==> src/lsgs_pkg.sv <==
// Shared widths, register indexes and types for the Laplacian stencil grid step unit.
package lsgs_pkg;

	localparam int SAMPLE_W     = 32;
	localparam int COLS_W       = 11;
	localparam int ROWS_W       = 16;
	localparam int ROWCNT_W     = 17;
	localparam int COEF_W       = 16;
	localparam int CFG_IDX_W    = 4;
	localparam int CFG_DATA_W   = 16;
	localparam int MAX_COLS_DEF = 1024;

	localparam logic [CFG_IDX_W-1:0] REG_GRID_COLS = CFG_IDX_W'(0);
	localparam logic [CFG_IDX_W-1:0] REG_GRID_ROWS = CFG_IDX_W'(1);
	localparam logic [CFG_IDX_W-1:0] REG_COEF_X    = CFG_IDX_W'(2);
	localparam logic [CFG_IDX_W-1:0] REG_COEF_Y    = CFG_IDX_W'(3);

	localparam logic [COLS_W-1:0] GRID_COLS_RST = COLS_W'(16);
	localparam logic [ROWS_W-1:0] GRID_ROWS_RST = ROWS_W'(16);
	localparam logic [COEF_W-1:0] COEF_RST      = '0;

	typedef logic signed [SAMPLE_W-1:0] sample_t;

	typedef struct packed {
		sample_t two_back;
		sample_t one_back;
	} line_word_t;

	typedef struct packed {
		sample_t left;
		sample_t center;
		sample_t right;
		sample_t up;
		sample_t down;
	} window_t;

	typedef struct packed {
		logic [COLS_W-1:0] grid_cols;
		logic [ROWS_W-1:0] grid_rows;
		logic [COEF_W-1:0] coef_x;
		logic [COEF_W-1:0] coef_y;
	} cfg_t;

	typedef struct packed {
		logic right_ok;
		logic center_ok;
	} rd_ok_t;

endpackage

==> src/lsgs_stencil.sv <==
// Five-point stencil update with round-half-up and saturation to Q16.16.
module lsgs_stencil (
	input  lsgs_pkg::window_t                win,
	input  logic [lsgs_pkg::COEF_W-1:0]     coef_x,
	input  logic [lsgs_pkg::COEF_W-1:0]     coef_y,
	output lsgs_pkg::sample_t               new_value
);

	localparam int SW     = lsgs_pkg::SAMPLE_W;
	localparam int FRAC_W = lsgs_pkg::COEF_W;
	localparam int LAP_W  = SW + 2;
	localparam int PROD_W = LAP_W + FRAC_W + 1;
	localparam int ACC_W  = PROD_W + 2;
	localparam int TOP_W  = ACC_W - FRAC_W - SW + 1;

	logic signed [LAP_W-1:0]  left_x, right_x, center_x, up_x, down_x;
	logic signed [LAP_W-1:0]  lap_x, lap_y;
	logic signed [PROD_W-1:0] prod_x, prod_y;
	logic signed [ACC_W-1:0]  center_sc, acc;
	logic [TOP_W-1:0]         top_bits;
	logic                     in_range;

	always_comb begin
		left_x   = $signed({{(LAP_W-SW){win.left[SW-1]}}, win.left});
		right_x  = $signed({{(LAP_W-SW){win.right[SW-1]}}, win.right});
		center_x = $signed({{(LAP_W-SW){win.center[SW-1]}}, win.center});
		up_x     = $signed({{(LAP_W-SW){win.up[SW-1]}}, win.up});
		down_x   = $signed({{(LAP_W-SW){win.down[SW-1]}}, win.down});

		lap_x = left_x + right_x - (center_x <<< 1);
		lap_y = up_x + down_x - (center_x <<< 1);

		prod_x = lap_x * $signed({1'b0, coef_x});
		prod_y = lap_y * $signed({1'b0, coef_y});

		center_sc = $signed({{(ACC_W-SW-FRAC_W){win.center[SW-1]}}, win.center,
			{FRAC_W{1'b0}}});
		acc = center_sc + ACC_W'(prod_x) + ACC_W'(prod_y) + ACC_W'(2 ** (FRAC_W - 1));

		top_bits = acc[ACC_W-1:FRAC_W+SW-1];
		in_range = (&top_bits) || !(|top_bits);

		if (in_range) begin
			new_value = acc[FRAC_W+SW-1:FRAC_W];
		end else if (acc[ACC_W-1]) begin
			new_value = {1'b1, {(SW-1){1'b0}}};
		end else begin
			new_value = {1'b0, {(SW-1){1'b1}}};
		end
	end

endmodule

==> config.mk <==
export PLATFORM = sky130hd
export DESIGN_NAME = lsgs_stencil
export DESIGN_NICKNAME = d
export VERILOG_FILES = /design/src/lsgs_pkg.sv /design/src/lsgs_stencil.sv
export SDC_FILE = /design/constraint.sdc
export NUM_CORES = 2
export LEC_CHECK = 0
export BUFFER_PORTS_ARGS = -buffer_cell sky130_fd_sc_hd__buf_2
export CAP_MARGIN = 5
export CORE_UTILIZATION = 55
export DETAILED_ROUTE_END_ITERATION = 10
export PLACE_DENSITY = 0.73
export SLEW_MARGIN = 40
export SYNTH_ARGS = -nofsm -noshare
export SYNTH_HDL_FRONTEND = slang
export SYNTH_SLANG_ARGS = --single-unit
==> constraint.sdc <==
create_clock -name vclk -period 19.4
set_input_delay 0.97 -clock vclk [all_inputs]
set_output_delay 0.97 -clock vclk [all_outputs]
set_load 0.05 [all_outputs]
Word level (Yosys, flattened, before mapping)
Cells that the tools add are included.
{"block": "word_totals", "output_inout_bits": 32, "input_bits": 192, "reg_bits": 0, "word_cells": 15}
{"block": "classes", "multipliers": 2, "add_sub_neg": 7, "n_mux": 2, "n_reduce_logical": 4}
{"cell": "34-bit by 17-bit multiplier with 51-bit output", "count": 2}
{"cell": "33-bit by 33-bit subtractor with 34-bit output", "count": 2}
{"cell": "32-bit by 32-bit adder with 33-bit output", "count": 2}
{"cell": "32-bit 2-to-1 mux", "count": 2}
{"cell": "52-bit by 51-bit adder with 53-bit output", "count": 1}
{"cell": "53-bit by 17-bit adder with 53-bit output, second input constant", "count": 1}
{"cell": "48-bit by 51-bit adder with 52-bit output", "count": 1}
{"cell": "6-bit AND reduction", "count": 1}
{"cell": "6-bit OR reduction", "count": 1}
{"cell": "1-bit zero test", "count": 1}
{"cell": "1-bit logical OR", "count": 1}

Longest topological paths before layout
{"block": "logic_depth", "ltp_word": 10, "ltp_mapped": 44, "mapped_depth_nobuf": 40}

Worst setup path before layout
Ideal clock, no wire load.
{"block": "synth_path", "path_kind": "input to output", "startpoint": "input win[13] (netlist name)", "endpoint": "output new_value[10]", "path_buffers": 3, "required_time_ns": 18.430, "arrival_time_ns": 11.857, "path_stages": 40, "slack_ns": 6.573, "path_cell_list": "inv_1 -> fa_1 -> inv_1 -> ha_1 -> buf_2 -> a21o_1 -> or3_1 -> a31oi_1 -> o31ai_1 -> a21oi_1 -> o21ai_1 -> a221o_1 -> a41o_1 -> buf_6 -> mux2_4 -> or2_1 -> fa_1 -> inv_1 -> [... 4 more ...] -> fa_1 -> fa_1 -> inv_1 -> fa_1 -> fa_1 -> inv_1 -> fa_1 -> inv_1 -> ha_1 -> nand2_1 -> or4_1 -> o21bai_1 -> a21boi_0 -> nor3_1 -> nor4_1 -> a31oi_1 -> clkbuf_1 -> o21ai_0"}
{"block": "synth_between", "elab_chain_len": 9, "word_cells_on_any_way": 11, "cone_classes": "add/sub (4); mul (1); mux (2); reduce/logical (4)"}
{"item": "start, declared", "line": "lsgs_stencil.sv:3", "rtl": "input lsgs_pkg::window_t win,"}
{"item": "32-bit by 32-bit adder with 33-bit output *", "line": "lsgs_stencil.sv:31", "rtl": "lap_y = up_x + down_x - (center_x <<< 1);"}
{"item": "33-bit by 33-bit subtractor with 34-bit output *", "line": "lsgs_stencil.sv:31"}
{"item": "34-bit by 17-bit multiplier with 51-bit output *", "line": "lsgs_stencil.sv:34", "rtl": "prod_y = lap_y * $signed({1'b0, coef_y});"}
{"item": "52-bit by 51-bit adder with 53-bit output *", "line": "lsgs_stencil.sv:38", "rtl": "acc = center_sc + ACC_W'(prod_x) + ACC_W'(prod_y) + ACC_W'(2 ** (FRAC_W - 1));"}
{"item": "53-bit by 17-bit adder with 53-bit output *", "line": "lsgs_stencil.sv:38"}
{"item": "6-bit OR reduction", "line": "lsgs_stencil.sv:41", "rtl": "in_range = (&top_bits) || !(|top_bits);"}
{"item": "1-bit zero test", "line": "lsgs_stencil.sv:41"}
{"item": "1-bit logical OR", "line": "lsgs_stencil.sv:41"}
{"item": "32-bit 2-to-1 mux *", "line": "lsgs_stencil.sv:43", "rtl": "if (in_range) begin"}
{"item": "end, declared", "line": "lsgs_stencil.sv:6", "rtl": "output lsgs_pkg::sample_t new_value"}
Mark *: on every way between the ends. The rest lies on a longest branch, timed or not.

Final worst setup path
{"block": "layout_path", "startpoint": "input win[109] (netlist name)", "endpoint": "output new_value[0]"}
{"block": "layout_between", "elab_chain_len": 9, "word_cells_on_any_way": 13, "cone_classes": "add/sub (5); mul (2); mux (2); reduce/logical (4)"}
{"item": "33-bit by 33-bit subtractor with 34-bit output", "line": "lsgs_stencil.sv:30", "rtl": "lap_x = left_x + right_x - (center_x <<< 1);"}
{"item": "34-bit by 17-bit multiplier with 51-bit output", "line": "lsgs_stencil.sv:33", "rtl": "prod_x = lap_x * $signed({1'b0, coef_x});"}
{"item": "48-bit by 51-bit adder with 52-bit output", "line": "lsgs_stencil.sv:38"}
{"item": "52-bit by 51-bit adder with 53-bit output *", "line": "lsgs_stencil.sv:38"}
{"item": "53-bit by 17-bit adder with 53-bit output *", "line": "lsgs_stencil.sv:38"}
{"item": "6-bit OR reduction", "line": "lsgs_stencil.sv:41"}
{"item": "1-bit zero test", "line": "lsgs_stencil.sv:41"}
{"item": "1-bit logical OR", "line": "lsgs_stencil.sv:41"}
{"item": "32-bit 2-to-1 mux *", "line": "lsgs_stencil.sv:43"}
Marked as above.

==> impl_metrics.yaml <==
die:
  pin_count: 224
  die_width_um: 294.1
  start_util: 0.5581
  core_mm2: 0.08409
  die_h_um: 294.1
  core.rowCount: 106
  dieArea_mm2: 0.08649
yosys:
  synth_top_cell_by_area: "fa_1"
  synth_simple_gate_area_frac: 0.1604
  syn_inst: 5425
  synth_area_per_cell_um2: 8.650
  yosys.area.top_type_share: 0.5277
  synthMuxAreaShare: 0.006879
  yosys-top-cells-area: "fa_1 (53%), inv_1 (13%), ha_1 (7.5%), and2_1 (6.9%), nand2_1 (4.7%)"
  yosysMostFrequentCell: "inv_1"
  synth_nets: 7135
  synth_fa_ha_area_frac: 0.6026
  synth_top_family_by_area: "adder cells"
  seq_area_frac_synth: 0
  ys_warn_count: 0
  synth_cell_types: 73
  syn-cell-area_mm2: 0.04693
  synthTopCellsByCount: "inv_1 (1629), fa_1 (1237), nand2_1 (586), and2_1 (517), ha_1 (281)"
  synth_compound_area_frac: 0.05855
  synth-xor-area-share: 0.02016
sta:
  min_period_over_period: 0.7653
  tightest_slew_ns: 0.8841
  fin_crit_ns: 14.85
  final_hold_viol_count: 0
  max-slew-margin-rel: 0.4055
  maxSlewViolCount: 0
  setup_viol: 0
  tns_ns: 0
  fmax_mhz: 67.36
  rsz0062_at_grt: "false"
route:
  ant_nets: 0
  wire_per_inst_um: 20.51
  vias_per_cell: 5.497
  num_vias: 36222
  dr.pass1.iters: 8
  wirelength_mm: 135.1
  drtIter0Drc: 2360
  drcViolationCount: 0
outcome:
  run_status: "completed"
final_layout:
  syn_to_final_growth_pct: 5.836
  regArea_um2: 0
  clock_buffers: 0
  nFillCells: 7560
  nets: 7165
  layout-drive-gt1-share: 0.06822
  seq_cells: 0
clock_network:
  post-cts-setup-buffers: 0
  hold_buffers: 0
  cts_resized: 0
critical_path:
  cp_slowest_cell: "fa_2"
  crit_type: "in2out"
  crit_fanout: 19
  max_stage_delay_ns: 0.78
  path_common_cell: "fa_1"
  start_kind: "input port"
  cp-end-kind: "primary output"
  critPathArrivalTime_ns: 13.88
  worstPathRequired_ns: 18.43
global_route:
  grt_pass1_vias: 39663
  track_usage: 0.3310
  grt_max_degree: 79
  grt_pass1_wl_mm: 217.1
  antenna_found_initial: 4
  gr-total-overflow: 0
placed_design:
  gp_congestion: 0.9765
  portBuffers: 224
  hpwlAfterDp_mm: 114.1
min_path:
  min_path_type: "in2out"
run:
  maxCapViolCount: 0
## kinds of logic (layout without fill, tap and decap cells)
family,count (synthesis),count (layout)
AOI/OAI and AO/OA,414,414
and+or+nand+nor,1474,1474
other,0,2
adders and majority gates,1518,1518
buffers and inverters,1883,1911
muxes,28,28
xor gates and xnor gates,108,108
## worst paths after layout
path,from,endpoint,depth (start not counted)
hold / removal,win[127],new_value[31],9
setup / recovery,win[109],new_value[0],37
## critical path, delay by kind of cell
kind            cells  cell delay (ns)
fa+ha+maj          11             5.63
buf+inv             7             1.06
simple gates        9             2.39
mux                 1             0.20
compound gates      9             3.61
## layout by cell type, fill, tap and decap left out, drive strengths merged, types with 10 or more instances in the layout
master	n
inv	1629
fa	1237
nand2	586
and2	517
buf	282
ha	281
a21oi	110
o21ai	82
nor2	82
xnor2	74
nand3	54
nand2b	51
a21o	47
nor2b	45
nand4	34
xor2	34
nor3	25
and3	20
a31oi	18
o21bai	17
mux2i	15
o31ai	15
or2	15
o311ai	14
o211ai	13
mux2	13
o21a	12
nor4b	11
nor4	10
## layer usage
layer	track usage	wire, um
met1	0.3761	45980
met2	0.5767	68020
met3	0.03769	8586
met4	0.2430	12530
met5	0	13
## through the flow
stage                     setup WS (ns)  area (um^2)    util  hold WS [ns]  instances
after floorplan                   6.573        46930       -         3.045       5425
after CTS                         4.509        49560  0.5894         3.667       6585
final                             4.554        49670  0.5907         3.628       6589
after global placement            4.426        49230  0.5854         3.618       6584
after detailed placement          4.556        49560  0.5894         3.656       6585
after global routing              3.706        49660  0.5906         3.747       6588
## cell type report
type | instances | area [um^2] | share of cell area
Multi-Input combinational cell | 3542 | 40510 | 0.8157
Inverter | 1629 | 6115 | 0.1231
Tap cell | 1134 | 1419 | 0.02857
Antenna cell | 2 | 5.005 | 0.0001008
Timing Repair Buffer | 282 | 1614 | 0.03250
