`config.mk`:
```
export PLATFORM = sky130hd
export DESIGN_NAME = lsgs_cfg_regs_flat
export DESIGN_NICKNAME = d
export VERILOG_FILES = /design/src/lsgs_pkg.sv /design/src/lsgs_cfg_if.sv /design/src/lsgs_cfg_regs.sv /design/src/flat_wrapper.sv
export SDC_FILE = /design/constraint.sdc
export NUM_CORES = 1
export LEC_CHECK = 0
export BUFFER_PORTS_ARGS = -buffer_cell sky130_fd_sc_hd__buf_2
export CORE_ASPECT_RATIO = 1.1
export CORE_MARGIN = 5
export CORE_UTILIZATION = 48
export CTS_CLUSTER_SIZE = 25
export DETAILED_ROUTE_END_ITERATION = 8
export PLACE_DENSITY = 0.78
export RECOVER_POWER = 100
export SLEW_MARGIN = 15
export SYNTH_ARGS = -nofsm -noshare
export SYNTH_HDL_FRONTEND = slang
export SYNTH_SLANG_ARGS = --single-unit
export TNS_END_PERCENT = 10
```
`constraint.sdc`:
```
create_clock -name clk -period 0.9 [get_ports clk]
set_input_delay 0.135 -clock clk [delete_from_list [all_inputs] [get_ports clk]]
set_output_delay 0.135 -clock clk [all_outputs]
set_load 0.02 [all_outputs]
```
`src/lsgs_pkg.sv`:
```
// Shared widths, register indexes and types for the Laplacian stencil grid step unit.
package lsgs_pkg;

	localparam int SAMPLE_W     = 32;
	localparam int COLS_W       = 11;
	localparam int ROWS_W       = 16;
	localparam int ROWCNT_W     = 17;
	localparam int COEF_W       = 16;
	localparam int CFG_IDX_W    = 4;
	localparam int CFG_DATA_W   = 16;
	localparam int MAX_COLS_DEF = 1024;

	localparam logic [CFG_IDX_W-1:0] REG_GRID_COLS = CFG_IDX_W'(0);
	localparam logic [CFG_IDX_W-1:0] REG_GRID_ROWS = CFG_IDX_W'(1);
	localparam logic [CFG_IDX_W-1:0] REG_COEF_X    = CFG_IDX_W'(2);
	localparam logic [CFG_IDX_W-1:0] REG_COEF_Y    = CFG_IDX_W'(3);

	localparam logic [COLS_W-1:0] GRID_COLS_RST = COLS_W'(16);
	localparam logic [ROWS_W-1:0] GRID_ROWS_RST = ROWS_W'(16);
	localparam logic [COEF_W-1:0] COEF_RST      = '0;

	typedef logic signed [SAMPLE_W-1:0] sample_t;

	typedef struct packed {
		sample_t two_back;
		sample_t one_back;
	} line_word_t;

	typedef struct packed {
		sample_t left;
		sample_t center;
		sample_t right;
		sample_t up;
		sample_t down;
	} window_t;

	typedef struct packed {
		logic [COLS_W-1:0] grid_cols;
		logic [ROWS_W-1:0] grid_rows;
		logic [COEF_W-1:0] coef_x;
		logic [COEF_W-1:0] coef_y;
	} cfg_t;

	typedef struct packed {
		logic right_ok;
		logic center_ok;
	} rd_ok_t;

endpackage

```
`src/lsgs_cfg_if.sv`:
```
// Register write channel.
interface lsgs_cfg_if;
	logic                              valid;
	logic                              ready;
	logic [lsgs_pkg::CFG_IDX_W-1:0]    index;
	logic [lsgs_pkg::CFG_DATA_W-1:0]   data;

	modport source(output valid, output index, output data, input ready);
	modport sink(input valid, input index, input data, output ready);
endinterface

```
`src/lsgs_cfg_regs.sv`:
```
// Configuration registers: grid size and diffusion coefficients.
module lsgs_cfg_regs (
	input  logic           clk,
	input  logic           arst_n,
	lsgs_cfg_if.sink       cfg,
	output lsgs_pkg::cfg_t regs
);

	lsgs_pkg::cfg_t regs_q;

	assign cfg.ready = 1'b1;

	always_ff @(posedge clk or negedge arst_n) begin
		if (!arst_n) begin
			regs_q.grid_cols <= lsgs_pkg::GRID_COLS_RST;
			regs_q.grid_rows <= lsgs_pkg::GRID_ROWS_RST;
			regs_q.coef_x    <= lsgs_pkg::COEF_RST;
			regs_q.coef_y    <= lsgs_pkg::COEF_RST;
		end else if (cfg.valid) begin
			unique case (cfg.index)
				lsgs_pkg::REG_GRID_COLS: regs_q.grid_cols <= cfg.data[lsgs_pkg::COLS_W-1:0];
				lsgs_pkg::REG_GRID_ROWS: regs_q.grid_rows <= cfg.data[lsgs_pkg::ROWS_W-1:0];
				lsgs_pkg::REG_COEF_X:    regs_q.coef_x    <= cfg.data[lsgs_pkg::COEF_W-1:0];
				lsgs_pkg::REG_COEF_Y:    regs_q.coef_y    <= cfg.data[lsgs_pkg::COEF_W-1:0];
				default: begin
				end
			endcase
		end
	end

	assign regs = regs_q;

endmodule

```
`src/flat_wrapper.sv`:
```
// flat-port wrapper written by rule: the top's interface ports become plain ports
module lsgs_cfg_regs_flat 
  (clk, arst_n, regs, cfg_valid, cfg_index, cfg_data, cfg_ready);
  lsgs_cfg_if cfg_i ();
  input  logic clk;
  input  logic arst_n;
  output lsgs_pkg::cfg_t regs;
  input wire logic [$bits(cfg_i.valid)-1:0] cfg_valid;
  input wire logic [$bits(cfg_i.index)-1:0] cfg_index;
  input wire logic [$bits(cfg_i.data)-1:0] cfg_data;
  output wire logic [$bits(cfg_i.ready)-1:0] cfg_ready;
  assign cfg_i.valid = cfg_valid;
  assign cfg_i.index = cfg_index;
  assign cfg_i.data = cfg_data;
  assign cfg_ready = cfg_i.ready;
  lsgs_cfg_regs u_core (.clk(clk), .arst_n(arst_n), .cfg(cfg_i), .regs(regs));
endmodule
```
Yosys cells after proc, flatten, opt, wreduce, memory -nomap -nowiden

Cells that the tools add are included.

Register bits: 59
Input bits: 23
Output and inout bits: 60

Eq/ne operators: 3
Reductions and logical operators: 5

Operators by type and width:

| operator                                                              | count |
|---|---|
| 4-bit by 2-bit equality test with 1-bit output, second input constant | 2 |
| 2-bit AND reduction                                                   | 4 |
| 4-bit by 1-bit equality test with 1-bit output, second input constant | 1 |
| 4-bit zero test                                                       | 1 |

Longest topological paths before layout

Gate-level depths: netlist of the first run.

Word-level depth: 2
Depth in mapped cells: 5
Gate-level depth less buffers: 3

Worst setup path after synthesis of the first run

OpenSTA, ideal clock, no wires.

Kind: input port to flip-flop
Start: in cfg_index[1]
End: reg u_core.regs_q (netlist bit u_core.regs[0])
Library setup time: 125 ps
Data arrival time: 1,129 ps
Required time: 775 ps
Setup slack: -353 ps
Stages: 4
Path through: nand2_1 > nor4b_4 > buf_6 > mux2_2

Longest elaborated chain between the ends: 2

RTL lines:

| what                                           | RTL line            | text |
|---|---|---|
| from (decl)                                    | flat_wrapper.sv:9   | `input wire logic [$bits(cfg_i.index)-1:0] cfg_index;` |
| 4-bit by 2-bit equality test with 1-bit output | lsgs_cfg_regs.sv:20 | `unique case (cfg.index)` |
| 2-bit AND reduction (no line)                  | --                  |  |
| to (decl)                                      | lsgs_cfg_regs.sv:9  | `lsgs_pkg::cfg_t regs_q;` |

No other way between the ends.
A chain may end at the register's enable or synchronous reset.

Final worst setup path of the first run

Start: reg u_core.regs_q (netlist bit u_core.regs[36])
End: out regs[36] (netlist bit)

RTL lines:

| what      | RTL line          | text |
|---|---|---|
| to (decl) | flat_wrapper.sv:7 | `output lsgs_pkg::cfg_t regs;` |

No word-level cell between the ends.

==> impl_results.md, run 1 <==
* CTS tree: yes
* Die height at 82.0 µm
* Distinct cells, synth at 14
* Syn_nets at 156
* Initial Utilization at 49.0%
* Worst path max stage delay at 0.54 ns
* CTS buffer count at 9
* Root Driver: clkbuf_8
* Clk pwr share at 29.6%
* Biggest area consumer among synthesized cells: dfrtp_1
* DR vias/cell at 5.03
* Max FFs per register at 59
* Tightest Pin Transition at 0.521 ns
* Overall Global Routing Usage at 16.6%
* GRT overflow at 0
* H-tree depth at 3
* Final Hold Fails at 0
* Max Cap Violations at 0
* Count of buffer and inverter cells on the critical path at 1
* Post-Syn Area at 2260 µm²
* Routability cong. at 0.778
* Mapped Cells at 133
* Final setup vio count at 98
* YS warnings at 0
* Worst Setup Start Kind: flop
* Core Footprint at 4620 µm²
* CP arrival at 0.99 ns
* Antenna Nets Post-Route at 0
* Max Root-Sink Buffers at 2
* TritonRoute pass-1 iters at 4
* Final Total Pwr at 8.94 mW
* Worst min path class: input port to flop
* Crit path max-delay family: flip-flops
* Hold Path Origin: cfg_data[11]
* Max-slew headroom at 65.3%
* Top cell type's share of synthesized area at 63.0%
* Synthesis-stage register bit count at 59
* Minimum clock period at 1.12 ns
* Worst Path Max Fanout at 2
* Antenna diode count at 0
* Die Area at 6190 µm²
* Part of the Yosys area used for sequential elements at 65.3%
* DR vias at 1474
* Skew final at 0 ns
* WL/cell at 16.7 µm
* Setup WS post-layout at -0.222 ns
* Final std cells w/o fill at 293
* Fraction of layout cells with a size suffix above 1 at 73.0%
* Highest Clock Rate at 0.891 GHz
* Combinational Power Share at 29.6%
* Failing checks: negative setup slack
* Top cells by area, synth: dfrtp_1 (63%), mux2_2 (29%), dfstp_2 (2.3%)
* Worst R2R Start: u_core.regs[18]
* Vias in the first global route at 1506
* Initial antenna violation count at 0
* Die extent in x at 75.5 µm
* Avg Cell Area, Syn at 17.0 µm²
* RSZ-0062 raised after global routing: true
* Clock latency on the worst-skew pair at 0.33 ns
* Tcrit/Tclk final at 125%
* # rows at 26
* Critical Setup Path Class: flop to output port
* Crit path launch: u_core.regs[36]
* First-pass GRT wire length at 7400 µm
* DRC Markers at 0
* Placed instance count at 273
* Status: finished, violations left
* Setup crit end kind: output port
* Clk pin slew, worst setup/hold paths at 0.07 ns
* IO Pins at 83
* Pwr per Cell Area at 2770 nW/µm²
* Port Buffers at 81
* CP cell instances: buf_6
* Initial DRC Count at 29
* Clk sinks at 59
* Switch share at 30.4%
* Nets at 255
* Largest net degree at the start of global routing at 60
* WL final at 4900 µm
* Pre-CTS setup slack at -0.422 ns
* Fin. max-slew vios at 0
* CP max-delay cell: dfstp_2
* Internal power at 6.22 mW
* Leak Pwr at 1.60 nW
* Maximum vdd drop at 1.60 mV
* Area Overhead vs Synth at 42.5%
* Req. time, crit path at 0.76 ns
* Register share of total power at 40.8%
* DPL Wire Length at 3300 µm
* Sw Pwr at 2.71 mW
* Hold_ws at 0.0609 ns
[cell usage after synthesis, drive strengths merged]
| master | instances |
|---|---|
| dfrtp | 57 |
| nor2 | 1 |
| mux2 | 59 |
| buf | 6 |
| conb | 1 |
| dfstp | 2 |
| nand2 | 2 |
| nor3 | 1 |
| nand3 | 1 |
| and2b | 2 |
| nor4b | 1 |
[worst register-to-register path: stages (launching register included)]
cell	delay, ns
dfrtp_1	0.41
buf_4	0.14
mux2_2	0.25
[power by group through the flow]
stage	registers, mW	clock network, mW	logic [mW]
5_1_grt	3.72	2.83	2.82
4_1_cts	3.61	2.70	2.44
3_3_place_gp	3.61	0	2.24
3_5_place_dp	3.62	0	2.28
2_1_floorplan	4.40	0	0.582
6_report	3.65	2.64	2.64
[path summary, 6_finish.rpt]
check | to | slack (ns) | cells past startpoint
min in group asynchronous | u_core.regs[42] | 0.41 | 3
max in group asynchronous | u_core.regs[36] | 0.13 | 3
worst max register to register | u_core.regs[18] | -0.01 | 2
worst min-delay path | u_core.regs[11] | 0.06 | 2
worst min register to register | u_core.regs[54] | 0.50 | 1
worst max-delay path | regs[36] | -0.22 | 1
[placed cells by master, fill, tap and decap left out, drive strengths merged]
| cell | count |
|---|---|
| buf | 88 |
| nand2 | 2 |
| nor3 | 1 |
| bufinv | 2 |
| nor2 | 1 |
| nor4b | 1 |
| dlygate4sd3 | 1 |
| clkbuf | 17 |
| and2b | 2 |
| mux2 | 59 |
| conb | 1 |
| nand3 | 1 |
| clkinv | 2 |
| dfstp | 2 |
| dfrtp | 57 |
[per-stage QoR]
stage / TNS, ns / instance area [µm²] / util [%]
3_3_place_gp: -19.80 / 2820 / 61.0
4_1_cts: -7.76 / 3120 / 67.6
2_1_floorplan: -12.37 / 2280 / -
6_report: -6.65 / 3230 / 69.9
5_1_grt: -9.66 / 3230 / 69.9
3_5_place_dp: -20.48 / 2820 / 61.0
[repair_timing]
action                                  in CTS  in global routing
buffers inserted                             2                  1
resized for setup                           19                 42
hold endpoints to repair                    57                  0
gates cloned                                 0                  0
endpoints found under the setup margin      90                 90
hold buffers                                 1                  0
pin swaps                                    0                  0
[kinds of logic (layout without fill, tap and decap cells)]
kind of cell / after synthesis / in the layout / synth area share, %
multiplexers: 59 / 59 / 29.3
other: 1 / 1 / 0.166
AND/OR/NAND/NOR: 8 / 8 / 2.93
flip-flops: 59 / 59 / 65.3
buffers and inverters: 6 / 110 / 2.27
[metal layers]
| layer | GRT usage, % | part of all wire [%] | vias up |
|---|---|---|---|
| met1 | 21.1 | 44 | 734 |
| met3 | 7.22 | 9.9 | 11 |
| li1 | - | - | 666 |
| met5 | 0 | 0 | - |
| met2 | 23.4 | 44 | 63 |
| met4 | 9.44 | 1.7 | 0 |
[layout make-up]
class,count,area [µm²]
Multi-Input combinational cell,68,781
Tap cell,56,70.1
Clock inverter,4,73.8
Clock buffer,12,145
Fill cell,308,1390
Timing Repair Buffer,94,678
Sequential cell,59,1480
Note: power is estimated with default switching activity, not from simulation.
==> run 2, diff against run 1 <==
- PLACE_DENSITY: 0.78 -> default
- PLACE_DENSITY_LB_ADDON: default -> 0.15
==> impl_results.md, run 2 (synthesis results as in run 1) <==
* Status: finished, violations left
* Failing checks: negative setup slack
* Maximum vdd drop at 1.37 mV
* TritonRoute pass-1 iters at 2
* Clk pin slew, worst setup/hold paths at 0.06 ns
* Final std cells w/o fill at 292
* Setup WS post-layout at -0.211 ns
* Port Buffers at 81
* Max Root-Sink Buffers at 2
* First-pass GRT wire length at 7730 µm
* Leak Pwr at 1.59 nW
* Antenna Nets Post-Route at 0
* Area Overhead vs Synth at 40.8%
* Clock latency on the worst-skew pair at 0.32 ns
* Setup crit end kind: output port
* Nets at 257
* Final Hold Fails at 0
* Hold Path Origin: cfg_data[13]
* Largest net degree at the start of global routing at 29
* Crit path launch: u_core.regs[36]
* Initial antenna violation count at 0
* Root Driver: clkbuf_8
* CTS buffer count at 9
* Pwr per Cell Area at 2570 nW/µm²
* H-tree depth at 3
* Max FFs per register at 59
* Highest Clock Rate at 0.900 GHz
* Die Area at 6190 µm²
* Commonest non-fill, non-tap cells in the layout: dfrtp_1 (57), buf_2 (56), mux2_2 (45)
* Clk sinks at 59
* WL final at 5180 µm
* Overall Global Routing Usage at 17.5%
* Routability cong. at 0.780
* Fraction of layout cells with a size suffix above 1 at 72.0%
* Initial Utilization at 49.0%
* Die height at 82.0 µm
* Max-slew headroom at 60.4%
* Vias in the first global route at 1651
* Final setup vio count at 96
* DRC Markers at 0
* RSZ-0062 raised after global routing: true
* Minimum clock period at 1.11 ns
* CP max-delay cell: dfstp_2
* Initial DRC Count at 63
* Worst path max stage delay at 0.54 ns
* Crit path max-delay family: flip-flops
* Hold_ws at 0.0707 ns
* Tightest Pin Transition at 0.594 ns
* Placed instance count at 274
* CTS tree: yes
* Commonest non-fill, non-tap cell in the layout: dfrtp_1
* Critical Setup Path Class: flop to output port
* Req. time, crit path at 0.76 ns
* Count of buffer and inverter cells on the critical path at 1
* CP cell instances: buf_6
* CP arrival at 0.98 ns
* Worst R2R Start: u_core.regs[13]
* Tcrit/Tclk final at 123%
* Core Footprint at 4620 µm²
* DR vias at 1498
* # rows at 26
* Skew final at 0 ns
* Max Cap Violations at 0
* Worst min path class: input port to flop
* WL/cell at 17.7 µm
* Die extent in x at 75.5 µm
* Worst Path Max Fanout at 2
* IO Pins at 83
* DR vias/cell at 5.13
* GRT overflow at 0
* Fin. max-slew vios at 0
* Worst Setup Start Kind: flop
* Antenna diode count at 0
* DPL Wire Length at 3790 µm
-- run 2: area by class of cell --
type,instances,area (µm²)
Fill cell,335,1430
Multi-Input combinational cell,68,800
Timing Repair Buffer,96,692
Clock buffer,13,149
Sequential cell,59,1480
Tap cell,56,70.1
-- run 2: report_power, final --
part / internal, mW / switching [mW] / leakage (nW)
Clock: 1.03 / 0.855 / 0.0754
Sequential: 3.29 / 0.366 / 0.720
Combinational: 1.31 / 1.36 / 0.791
-- run 2: worst paths after layout --
path | endpoint | slack, ns | depth (start not counted)
worst max-delay path | regs[36] | -0.21 | 1
worst min-delay path | u_core.regs[13] | 0.07 | 2
worst max register to register | u_core.regs[13] | 0 | 2
worst min register to register | u_core.regs[39] | 0.50 | 1
max in group asynchronous | u_core.regs[52] | -0.06 | 3
min in group asynchronous | u_core.regs[51] | 0.34 | 2
-- run 2: what timing repair did --
item,CTS,global route
gates resized for setup,24,37
setup buffers,1,3
hold buffers,1,0
endpoints found under the setup margin,90,91
endpoints found under the hold margin,57,0
gates cloned,0,0
-- run 2: routing by layer --
metal / track usage, % / part of all wire [%] / wire length, µm / up-vias
met3: 5.75 / 6.9 / 358 / 10
met2: 28.8 / 53 / 2740 / 54
met1: 19.3 / 39 / 2000 / 764
met4: 10.7 / 1.5 / 78 / 0
li1: - / - / - / 670
met5: 0 / 0 / 0 / -
-- run 2: worst register-to-register path, stage by stage (launching register included) --
cell,delay [ns]
dfrtp_1,0.40
buf_4,0.14
mux2_4,0.25
-- run 2: stage by stage --
stage	worst slack, ns	instance area [µm²]	TNS (ns)	power, mW	util, %
2_1_floorplan	-0.323	2280	-12.37	4.98	-
3_3_place_gp	-0.389	2830	-19.07	5.85	61.2
3_5_place_dp	-0.458	2830	-21.03	5.96	61.2
4_1_cts	-0.226	3070	-7.16	8.05	66.4
5_1_grt	-0.248	3190	-13.55	8.60	69.0
6_report	-0.211	3190	-6.03	8.21	69.0
